[config.mk]
export PLATFORM = sky130hd
export DESIGN_NAME = etag_header_field_parser
export DESIGN_NICKNAME = d
export VERILOG_FILES = /design/src/ehfp_pkg.sv /design/src/ehfp_parse_core.sv /design/src/ehfp_result_fifo.sv /design/src/etag_header_field_parser.sv
export SDC_FILE = /design/constraint.sdc
export NUM_CORES = 1
export LEC_CHECK = 0
export BUFFER_PORTS_ARGS = -buffer_cell sky130_fd_sc_hd__clkbuf_2
export CAP_MARGIN = 15
export CELL_PAD_IN_SITES_DETAIL_PLACEMENT = 0
export CELL_PAD_IN_SITES_GLOBAL_PLACEMENT = 1
export CORE_MARGIN = 2
export CORE_UTILIZATION = 30
export CTS_CLUSTER_SIZE = 12
export DETAILED_ROUTE_END_ITERATION = 8
export HOLD_SLACK_MARGIN = 0.08
export PLACE_DENSITY_LB_ADDON = 0.1
export SYNTH_ARGS = -nofsm -noshare
export SYNTH_HDL_FRONTEND = slang
export SYNTH_SLANG_ARGS = --single-unit
export TNS_END_PERCENT = 1
[constraint.sdc]
create_clock -name clk_i -period 6.3 [get_ports clk_i]
set_clock_uncertainty 0.2 [all_clocks]
set_input_delay 0.315 -clock clk_i [delete_from_list [all_inputs] [get_ports clk_i]]
set_output_delay 0.315 -clock clk_i [all_outputs]
set_load 0.05 [all_outputs]
[src/ehfp_pkg.sv]
// Shared types and constants for the ETag header field parser.
package ehfp_pkg;

  // Final status codes
  localparam logic [1:0] StOk      = 2'd0;
  localparam logic [1:0] StNotEtag = 2'd1;
  localparam logic [1:0] StBad     = 2'd2;
  localparam logic [1:0] StLong    = 2'd3;

  // Result kinds
  localparam logic KindByte   = 1'b0;
  localparam logic KindStatus = 1'b1;

  // Characters
  localparam logic [7:0] ChColon = 8'h3A;
  localparam logic [7:0] ChSpace = 8'h20;
  localparam logic [7:0] ChTab   = 8'h09;
  localparam logic [7:0] ChCr    = 8'h0D;
  localparam logic [7:0] CaseBit = 8'h20;

  localparam int unsigned LenW = 6;
  localparam logic [LenW-1:0] LenMax = 6'd63;
  localparam logic [LenW-1:0] LimitReset = 6'd63;

  typedef struct packed {
    logic            kind;
    logic [7:0]      vbyte;
    logic [1:0]      status;
    logic [LenW-1:0] len;
    logic            last;
  } result_t;

  typedef struct packed {
    logic [1:0] cnt;   // number of results this byte produced (0..2)
    result_t    res0;
    result_t    res1;
  } push_t;

  // Lower case key character at a given position of "etag"
  function automatic logic [7:0] key_char(input logic [1:0] pos);
    logic [7:0] c;
    unique case (pos)
      2'd0: c = 8'h65;
      2'd1: c = 8'h74;
      2'd2: c = 8'h61;
      default: c = 8'h67;
    endcase
    return c;
  endfunction

endpackage

[src/ehfp_parse_core.sv]
// Parser state registers and per-byte decode logic.
module ehfp_parse_core #(
  parameter int unsigned VALUE_STORE_BYTES = 64
) (
  input  logic                     clk_i,
  input  logic                     rst_ni,
  input  logic                     advance_i,
  input  logic [7:0]               byte_i,
  input  logic                     line_end_i,
  input  logic [ehfp_pkg::LenW-1:0] max_len_i,
  output ehfp_pkg::push_t          push_o
);
  import ehfp_pkg::*;

  localparam int unsigned StoreLimitInt =
    (VALUE_STORE_BYTES - 1 > 63) ? 63 : VALUE_STORE_BYTES - 1;
  localparam logic [LenW-1:0] StoreLimit = LenW'(StoreLimitInt);

  localparam logic [2:0] PhKey   = 3'd0;
  localparam logic [2:0] PhPre   = 3'd1;
  localparam logic [2:0] PhPost  = 3'd2;
  localparam logic [2:0] PhValue = 3'd3;
  localparam logic [2:0] PhDone  = 3'd4;

  logic [2:0]      phase_q, phase_d;
  logic [1:0]      key_pos_q, key_pos_d;
  logic [LenW-1:0] count_q, count_d;

  logic            ws;
  logic            final_done;
  logic            have_a;
  result_t         res_a;
  result_t         res_e;
  logic [LenW-1:0] limit;

  always_comb begin
    ws    = (byte_i == ChSpace) || (byte_i == ChTab);
    limit = (max_len_i < StoreLimit) ? max_len_i : StoreLimit;
    phase_d    = phase_q;
    key_pos_d  = key_pos_q;
    count_d    = count_q;
    final_done = 1'b0;
    have_a     = 1'b0;
    res_a      = '0;
    res_e      = '0;
    push_o     = '0;

    unique case (phase_q)
      PhKey: begin
        if (byte_i == key_char(key_pos_q) ||
            byte_i == (key_char(key_pos_q) ^ CaseBit)) begin
          if (key_pos_q == 2'd3) phase_d = PhPre;
          else key_pos_d = key_pos_q + 2'd1;
        end else begin
          have_a = 1'b1;
          res_a.kind = KindStatus;
          res_a.status = StNotEtag;
          final_done = 1'b1;
        end
      end
      PhPre: begin
        if (byte_i == ChColon) begin
          phase_d = PhPost;
        end else if (!ws) begin
          have_a = 1'b1;
          res_a.kind = KindStatus;
          res_a.status = StBad;
          final_done = 1'b1;
        end
      end
      PhPost, PhValue: begin
        priority if (phase_q == PhPost && ws) begin
          // skip whitespace after the colon
        end else if (phase_q == PhValue && (ws || byte_i == ChCr)) begin
          have_a = 1'b1;
          res_a.kind = KindStatus;
          res_a.status = StOk;
          res_a.len = count_q;
          final_done = 1'b1;
        end else if (count_q < limit) begin
          have_a = 1'b1;
          res_a.kind = KindByte;
          res_a.vbyte = byte_i;
          count_d = count_q + LenW'(1);
          phase_d = PhValue;
        end else begin
          have_a = 1'b1;
          res_a.kind = KindStatus;
          res_a.status = StLong;
          final_done = 1'b1;
        end
      end
      default: final_done = 1'b1;
    endcase

    // Early line end reports ok with the length so far
    res_e.kind   = KindStatus;
    res_e.status = StOk;
    res_e.len    = count_d;
    res_e.last   = 1'b1;

    if (line_end_i && !final_done) begin
      if (have_a) begin
        push_o.cnt  = 2'd2;
        push_o.res0 = res_a;
        push_o.res1 = res_e;
      end else begin
        push_o.cnt  = 2'd1;
        push_o.res0 = res_e;
      end
    end else if (have_a) begin
      push_o.cnt       = 2'd1;
      push_o.res0      = res_a;
      push_o.res0.last = 1'b1;
    end

    if (line_end_i) begin
      phase_d   = PhKey;
      key_pos_d = 2'd0;
      count_d   = '0;
    end else if (final_done) begin
      phase_d = PhDone;
    end

    if (!advance_i) push_o.cnt = 2'd0;
  end

  always_ff @(posedge clk_i or negedge rst_ni) begin
    if (!rst_ni) begin
      phase_q   <= PhKey;
      key_pos_q <= 2'd0;
      count_q   <= '0;
    end else if (advance_i) begin
      phase_q   <= phase_d;
      key_pos_q <= key_pos_d;
      count_q   <= count_d;
    end
  end

  a_count_bounded: assert property (@(posedge clk_i) disable iff (!rst_ni)
    count_q <= StoreLimit)
    else $error("value count beyond store limit");

  a_pair_order: assert property (@(posedge clk_i) disable iff (!rst_ni)
    push_o.cnt == 2'd2 |-> push_o.res0.kind == KindByte &&
                           push_o.res1.kind == KindStatus && push_o.res1.status == StOk)
    else $error("two results must be a value byte then an ok status");

  a_rearm: assert property (@(posedge clk_i) disable iff (!rst_ni)
    advance_i && line_end_i |=> phase_q == PhKey && count_q == '0 && key_pos_q == 2'd0)
    else $error("line end did not re-arm the parser");

  a_done_silent: assert property (@(posedge clk_i) disable iff (!rst_ni)
    phase_q == PhDone |-> push_o.cnt == 2'd0)
    else $error("result produced after final status");

endmodule

[src/ehfp_result_fifo.sv]
// Result queue: takes up to two requests per cycle, delivers one per cycle unless the output stalls.
module ehfp_result_fifo (
  input  logic              clk_i,
  input  logic              rst_ni,
  input  ehfp_pkg::push_t   push_i,
  output logic              room_o,
  output logic              out_valid_o,
  input  logic              out_stall_i,
  output ehfp_pkg::result_t out_o
);
  import ehfp_pkg::*;

  localparam int unsigned Depth = 4;
  localparam int unsigned PtrW  = $clog2(Depth);

  result_t       mem_q [Depth];
  logic [PtrW-1:0] wr_ptr_q, rd_ptr_q;
  logic [PtrW:0]   count_q, count_d;
  logic            pop;

  assign pop         = out_valid_o && !out_stall_i;
  assign out_valid_o = (count_q != '0);
  assign out_o       = mem_q[rd_ptr_q];
  // Room for a worst-case pair, counting this cycle's pop
  assign room_o      = ({1'b0, count_q} + 4'd2) <= (4'(Depth) + {3'b0, pop});
  assign count_d     = count_q + (PtrW+1)'(push_i.cnt) - (PtrW+1)'(pop);

  always_ff @(posedge clk_i) begin
    if (push_i.cnt != 2'd0) mem_q[wr_ptr_q] <= push_i.res0;
    if (push_i.cnt == 2'd2) mem_q[wr_ptr_q + PtrW'(1)] <= push_i.res1;
  end

  always_ff @(posedge clk_i or negedge rst_ni) begin
    if (!rst_ni) begin
      wr_ptr_q <= '0;
      rd_ptr_q <= '0;
      count_q  <= '0;
    end else begin
      wr_ptr_q <= wr_ptr_q + PtrW'(push_i.cnt);
      if (pop) rd_ptr_q <= rd_ptr_q + PtrW'(1);
      count_q  <= count_d;
    end
  end

  a_no_overflow: assert property (@(posedge clk_i) disable iff (!rst_ni)
    count_q <= (PtrW+1)'(Depth))
    else $error("result queue overflow");

  a_push_room: assert property (@(posedge clk_i) disable iff (!rst_ni)
    push_i.cnt != 2'd0 |-> room_o)
    else $error("push without room");

  a_ptr_gap: assert property (@(posedge clk_i) disable iff (!rst_ni)
    PtrW'(wr_ptr_q - rd_ptr_q) == count_q[PtrW-1:0])
    else $error("pointer and count disagree");

endmodule

[src/etag_header_field_parser.sv]
// Top level of the ETag header field parser.
//
//  channel | direction | handshake              | payload
//  --------+-----------+------------------------+--------------------------------------
//  in      | input     | in_valid_i / in_stall_o | header_byte_i, line_end_i
//  out     | output    | out_valid_o / out_stall_i | result_kind_o, value_byte_o, status_o,
//          |           |                        | value_length_o, run_last_o
//  cfg     | input     | cfg_we_i               | cfg_data_i (max value length)
//
// One header byte is accepted per cycle while in_stall_o is low. An accepted
// byte sits in the input register, is decoded there, and its zero to two
// result requests land in a four-entry result queue in the same edge; the
// queue drives the output directly, with no register after the queue.
// A byte is held in the input register only while the queue lacks room for
// two results, so sustained rate is one byte per cycle as long as the output
// does not stall and the bytes average no more than one result each. Reset
// returns the parser to key matching, clears the queue and sets the length
// limit to 63; no clearing pass is needed.
module etag_header_field_parser #(
  parameter int unsigned VALUE_STORE_BYTES = 64
) (
  input  logic        clk_i,
  input  logic        rst_ni,
  // input requests
  input  logic        in_valid_i,
  output logic        in_stall_o,
  input  logic [7:0]  header_byte_i,
  input  logic        line_end_i,
  // result requests
  output logic        out_valid_o,
  input  logic        out_stall_i,
  output logic        result_kind_o,
  output logic [7:0]  value_byte_o,
  output logic [1:0]  status_o,
  output logic [5:0]  value_length_o,
  output logic        run_last_o,
  // configuration
  input  logic        cfg_we_i,
  input  logic [5:0]  cfg_data_i
);
  import ehfp_pkg::*;

  logic            in_valid_q;
  logic [7:0]      in_byte_q;
  logic            in_last_q;
  logic [LenW-1:0] max_len_q;
  logic            room;
  logic            advance;
  push_t           push;
  result_t         head;

  // Decode the held byte when the queue can take its results
  assign advance    = in_valid_q && room;
  // Stall while the held byte cannot move on
  assign in_stall_o = in_valid_q && !room;

  always_ff @(posedge clk_i or negedge rst_ni) begin
    if (!rst_ni) begin
      in_valid_q <= 1'b0;
      max_len_q  <= LimitReset;
    end else begin
      if (!in_stall_o) in_valid_q <= in_valid_i;
      if (cfg_we_i) max_len_q <= cfg_data_i;
    end
  end

  // Payload register: load on accept, hold otherwise
  always_ff @(posedge clk_i) begin
    if (in_valid_i && !in_stall_o) begin
      in_byte_q <= header_byte_i;
      in_last_q <= line_end_i;
    end
  end

  ehfp_parse_core #(
    .VALUE_STORE_BYTES(VALUE_STORE_BYTES)
  ) u_core (
    .clk_i      (clk_i),
    .rst_ni     (rst_ni),
    .advance_i  (advance),
    .byte_i     (in_byte_q),
    .line_end_i (in_last_q),
    .max_len_i  (max_len_q),
    .push_o     (push)
  );

  ehfp_result_fifo u_fifo (
    .clk_i       (clk_i),
    .rst_ni      (rst_ni),
    .push_i      (push),
    .room_o      (room),
    .out_valid_o (out_valid_o),
    .out_stall_i (out_stall_i),
    .out_o       (head)
  );

  assign result_kind_o  = head.kind;
  assign value_byte_o   = head.vbyte;
  assign status_o       = head.status;
  assign value_length_o = head.len;
  assign run_last_o     = head.last;

endmodule

==> metrics.txt, run 1 <==
status completed; port bufs 39; Setup TNS 0 ns; I/O pin total 40; vias in the first global route between 3k and 4k; via count a little under 4k; Synth area leaders edfxtp_1 23%, dfxtp_1 15%, dfrtp_1 9.0%; Crit Path Max Fanout 8; maximum clock rate around 0.22 GHz; Final Hold Viols 0; fill cell count 1703; gp weighted congestion approximately 0.82; Static Leak about 2.3 nW; Worst-path clk slew approximately 0.07 ns; final antenna-violating net count 0; Worst-Skew Late Latency ~0.36 ns; endpoints failing setup 0; Distinct cells, synth 65; Worst Setup Path Type reg2reg; total clock sinks approximately 110; FF+latch count, synth 106; Critical Path RT between 6 and 7 ns; largest net degree at the start of global routing 26; CTS tree yes; Initial Util a little under a third; commonest cells in the netlist 51 x nand2_1, 47 x o21ai_0, 41 x edfxtp_1; Vias/cell between 5 and 6; # DRC 0; Layout area overhead 18.1%; most frequent cell after synthesis nand2_1; drt initial violations ~220; fin. max-slew vios 0; CTS buffer count 9; Wirelength per Cell 17.9 um; worst reg2reg endpoint u_fifo.mem_q[0][4]$_DFFE_PP_; H-tree level count 3; Crit path arrival time 4.34 ns; post-DP HPWL ~9600 um; Longest Clk Path Bufs 2; RSZ-0062 raised after global routing false; clk root buf clkbuf_16; worst vdd ir between 200 and 300 uV; yosys warns 0; number of diodes 0; final WL 13800 um; most used flip-flop cell after synthesis edfxtp_1; hold path depth 2; Slew headroom between 40% and 50%; GR Overflow Total 0; crit path time final ~4.5 ns; Die Area 18600 um2; Syn Inst Count approximately 490; reg-to-reg startpoint max_len_q[5]$_DFFE_PN1P_; final worst path period share about 70%; PwrDens 514 nW/um2; Worst R2R Path Depth 12; # rows 48; dpl cells ~730; synthesized area per cell approximately 11 um2; Post-Syn Area roughly 5300 um2; first-pass GRT wire length between 20000 and 25000 um; area of the core 17200 um2; Tot GR Track Use 15.6%; Max Cap Viol 0; ys async rst share 23.6%; post-synth net total about 520; layout cells sized above 1 a little under a fifth; Final nets 579; Synth area leader edfxtp_1; Die Span Y roughly 140 um; drt first pass iters 4; Worst Tran Pin Value ~0.87 ns; Crit. End Element register; Hold Crit Class in2reg; Post-synth EDFFs roughly 40; Hold Path Sink max_len_q[0]$_DFFE_PN1P_; Hold Startpoint cfg_we_i; reg2reg setup slack 1.78 ns; initial antenna violation count 0; Startpoint Class register; Post-Layout Cell Count just under 800; Die Span X 136 um; share of the synthesized area in the top cell type 23.4%; Seq/Total Area, Yosys 50.7%
-- cell usage in the layout (no fill, tap or decap), drive strengths merged, types with 18 or more instances in the layout --
cell type,count
nand3,32
clkbuf,48
dlygate4sd3,28
o21ai,49
mux4,18
edfxtp,41
nor2,29
dfrtp,19
dfxtp,40
nand2,52
inv,21
-- kinds of logic (layout without fill, tap and decap cells) --
logic type | Yosys count | after routing | share of synthesized area (%)
xor gates and xnor gates | 12 | 12 | 2.43
buffers and inverters | 45 | 106 | 3.55
and+or+nand+nor | 161 | 161 | 14.9
AOI/OAI and AO/OA | 122 | 122 | 15.7
DFF | 106 | 106 | 50.7
adders and majority gates | 18 | 18 | 4.43
muxes | 21 | 21 | 8.31
-- worst max path at each step --
stage                                   startpoint                           end  slack, ns  cells after the start
after CTS                 max_len_q[5]$_DFFE_PN1P_  u_fifo.mem_q[3][1]$_DFFE_PP_       1.68                     11
final                     max_len_q[5]$_DFFE_PN1P_  u_fifo.mem_q[0][4]$_DFFE_PP_       1.78                     12
after detailed placement  max_len_q[5]$_DFFE_PN1P_  u_fifo.mem_q[3][6]$_DFFE_PP_       1.73                     11
after global placement    max_len_q[5]$_DFFE_PN1P_  u_fifo.mem_q[0][6]$_DFFE_PP_       1.76                     12
after floorplan             in_byte_q[1]$_DFFE_PP_  u_fifo.mem_q[0][0]$_DFFE_PP_       2.57                     11
after global routing      max_len_q[5]$_DFFE_PN1P_  u_fifo.mem_q[3][1]$_DFFE_PP_       1.34                     11
-- flip-flops by register name (all words and copies together) (netlist names) --
signal	flops
u_fifo.wr_ptr_q	2
u_core.phase_q	3
in_last_q	1
in_valid_q	1
u_core.count_q	6
u_fifo.mem_q	72
u_fifo.count_q	3
u_core.key_pos_q	2
max_len_q	6
in_byte_q	8
u_fifo.rd_ptr_q	2
-- report_power, final --
part | internal, mW | leakage [nW] | switching [mW]
clock network | 0.272 | 0.142 | 0.273
logic | 0.503 | 1.17 | 0.988
registers | 0.967 | 1.00 | 0.187
-- metrics by stage --
step                total power [mW]  setup slack [ns]  area, um2  hold slack [ns]  util [%]
floorplan                       2.28              2.57       5250           -0.181         -
global route                    3.42              1.34       6200            0.185      36.0
detailed placement              2.67              1.73       5650            0.183      32.8
CTS                             3.24              1.68       6200            0.147      36.0
global placement                2.66              1.76       5650            0.178      32.8
finish                          3.19              1.78       6200            0.157      36.0
-- metal layers --
layer  GRT usage [%]  vias up  part of all wire, %
met3            3.62       12                  4.1
met1            21.7     1925                   48
met5               0        -                    0
met2            24.7       84                   47
met4            3.53        0                 0.91
li1                -     1905                    -
-- layout make-up --
class	count	area, um2	share of cell area [%]
clock inverter	7	50.0	0.807
sequential	106	2670	43.0
clock buffer	9	225	3.63
timing repair buffer	72	513	8.27
inverter	18	67.6	1.09
multi-input combinational	334	2400	38.7
tap	225	282	4.54
-- critical path, stage by stage, from the launching register on --
cell,delay (ns)
dfstp_2,0.52
inv_1,0.05
ha_1,0.31
nand4_1,0.09
o221ai_1,0.55
a21boi_0,0.23
o211a_1,0.27
ha_1,0.40
nor2_1,0.09
or2_2,0.29
nor3_1,0.64
nor2_1,0.18
inv_1,0.36
-- what timing repair did --
item	4_1_cts	5_1_grt
hold buffers	28	0
buffers inserted	0	0
resized for setup	0	0
hold endpoints to repair	36	0
(Power assumes the default switching activity.)
==> inputs of run 2 (changes only) <==
==> constraint.sdc (replaced) <==
create_clock -name clk_i -period 4.56 [get_ports clk_i]
set_clock_uncertainty 0.2 [all_clocks]
set_input_delay 0.228 -clock clk_i [delete_from_list [all_inputs] [get_ports clk_i]]
set_output_delay 0.228 -clock clk_i [all_outputs]
set_load 0.05 [all_outputs]
==> metrics.txt, run 2 (same netlist as run 1, synthesis figures left out) <==
biggest regs u_fifo.mem_q (72), in_byte_q (8); # DRC 0 (unchanged); Critical Path, Cell by Cell or4_1, a211o_4, o21a_1, a31oi_1, o21ai_0, ha_1, o21ai_0, nor3_1, nor2_1, inv_1; number of diodes 0 (unchanged); dpl cells 735 (+1.1%); worst reg2reg endpoint u_fifo.mem_q[1][4]$_DFFE_PP_; Wirelength per Cell 18.0 um (+0.59%); CTS tree yes; Crit. End Element register; CTS buffer count 9 (unchanged); PnR worst setup slack 0.516 ns (-1.27 ns); DP Area 5710 um2 (+1.1%); drt first pass iters 4 (unchanged); fin. max-slew vios 0 (unchanged); most frequent cells in the layout 51 x nand2_1, 47 x o21ai_0, 41 x edfxtp_1; post-CTS sizing 0 (unchanged); reg2reg setup slack 0.52 ns (-1.27 ns); postcts setup bufs 0 (unchanged); pre-CTS setup slack 0.562 ns (-1.16 ns); Tot GR Track Use 16.1% (+0.46 points); reg-to-reg startpoint in_byte_q[4]$_DFFE_PP_; Worst R2R Path Depth 10 (-2); Max Cap Viol 0 (unchanged); crit path from in_byte_q[4]$_DFFE_PP_; post-layout power 4.52 mW (+42%); Die Span X 136 um (unchanged); Startpoint Class register; FF+latch area 2670 um2 (unchanged); Worst-path clk slew 0.08 ns (about the same); port bufs 39 (unchanged); max reg flops 72 (unchanged); maximum clock rate 0.247 GHz (+12%); total clock sinks 106 (unchanged); final worst path period share 88.7% (+17 points); layout cells sized above 1 20.0% (+1.1 points); gp weighted congestion 0.818 (+0.13%); Setup TNS 0 ns (unchanged); drt initial violations 275 (+27%); post-DP HPWL 9800 um (+1.7%); cell area after layout 6310 um2 (+1.7%); I/O pin total 40 (unchanged); via count 3965 (+0.99%); Final nets 588 (+1.6%); endpoints failing setup 0 (unchanged); final WL 14000 um (+1.8%); commonest non-fill, non-tap cell in the layout nand2_1; Vias/cell 5.08 (-0.17%); RSZ-0062 raised after global routing false; Final Hold Slack 0.222 ns (+0.0655 ns); first-pass GRT wire length 22300 um (+2.9%); Crit path arrival time 3.88 ns (-0.46 ns); Static Leak 2.37 nW (+2.4%); status completed; final antenna-violating net count 0 (unchanged); worst vdd ir 355 uV (+30%); Biggest register u_fifo.mem_q; Most common cell on crit path o21ai_0; Critical Path RT 4.39 ns (-1.73 ns); Initial Util 30.5% (unchanged); slowest stage delay, CP 0.55 ns (-0.09 ns); PwrDens 716 nW/um2 (+39%); H-tree level count 3 (unchanged); fin util 36.6% (+0.62 points); Layout area overhead 20.1%; Worst-Skew Late Latency 0.36 ns (about the same); vias in the first global route 3974 (+5.1%); GR Overflow Total 0 (unchanged); Crit Path Max Fanout 8 (unchanged); Worst Tran Pin Value 1.11 ns (+0.234 ns); initial antenna violation count 0 (unchanged); crit path time final 4.04 ns (-0.473 ns); fill cell count 1714 (+0.65%); clk root buf clkbuf_16; Post-CTS Hold Fix Bufs 29 (+3.6%); Longest Clk Path Bufs 2 (unchanged); slowest library cell on the worst path or4_1; area of the multi-input gates 2400 um2 (unchanged); Post-Layout Cell Count 780 (+1.2%); largest net degree at the start of global routing 26 (unchanged); area of the core 17200 um2 (unchanged); Die Span Y 136 um (unchanged); Slew headroom 26.1% (-15 points); # rows 48 (unchanged); Die Area 18600 um2 (unchanged); Final Hold Viols 0 (unchanged); Hold Crit Class in2async; Worst Setup Path Type reg2reg
[run 2: worst max-delay path by stage]
stage	end	cells past startpoint
floorplan	u_fifo.mem_q[0][0]$_DFFE_PP_	11
global placement	u_fifo.mem_q[1][6]$_DFFE_PP_	10
detailed placement	u_fifo.mem_q[1][4]$_DFFE_PP_	10
CTS	u_fifo.mem_q[1][4]$_DFFE_PP_	10
global route	u_fifo.mem_q[1][4]$_DFFE_PP_	12
finish	u_fifo.mem_q[1][4]$_DFFE_PP_	10
[run 2: layout make-up]
cell class	instances	share of cell area, %
Tap cell	225	4.46
Multi-Input combinational cell	334	38.1
Clock inverter	6	0.991
Sequential cell	106	42.2
Timing Repair Buffer	81	9.24
Clock buffer	10	3.96
Inverter	18	1.07
[run 2: routing by layer]
metal  up-vias  part of all wire, %  GRT usage [%]  wire length, um
met4         0                  2.4           7.06              342
met3        20                  3.4           2.31              476
li1       1934                    -              -                -
met1      1924                   48           21.8             6710
met5         -                    0              0                0
met2        87                   46           25.4             6500
[run 2: worst max-delay path, delay by kind of cell, from the launching register on]
kind | cells | cell delay [ns]
adders and majority gates | 1 | 0.48
AOI/OAI and AO/OA | 5 | 1.05
DFF | 1 | 0.48
and+or+nand+nor | 3 | 1.23
buffers and inverters | 1 | 0.28
[run 2: where the power goes]
| part | leakage (nW) | internal (mW) | switching, mW | total (mW) |
|---|---|---|---|---|
| Sequential | 1.00 | 1.33 | 0.291 | 1.63 |
| Combinational | 1.21 | 0.716 | 1.36 | 2.07 |
| Clock | 0.155 | 0.420 | 0.400 | 0.820 |
| Total | 2.37 | 2.47 | 2.05 | 4.52 |
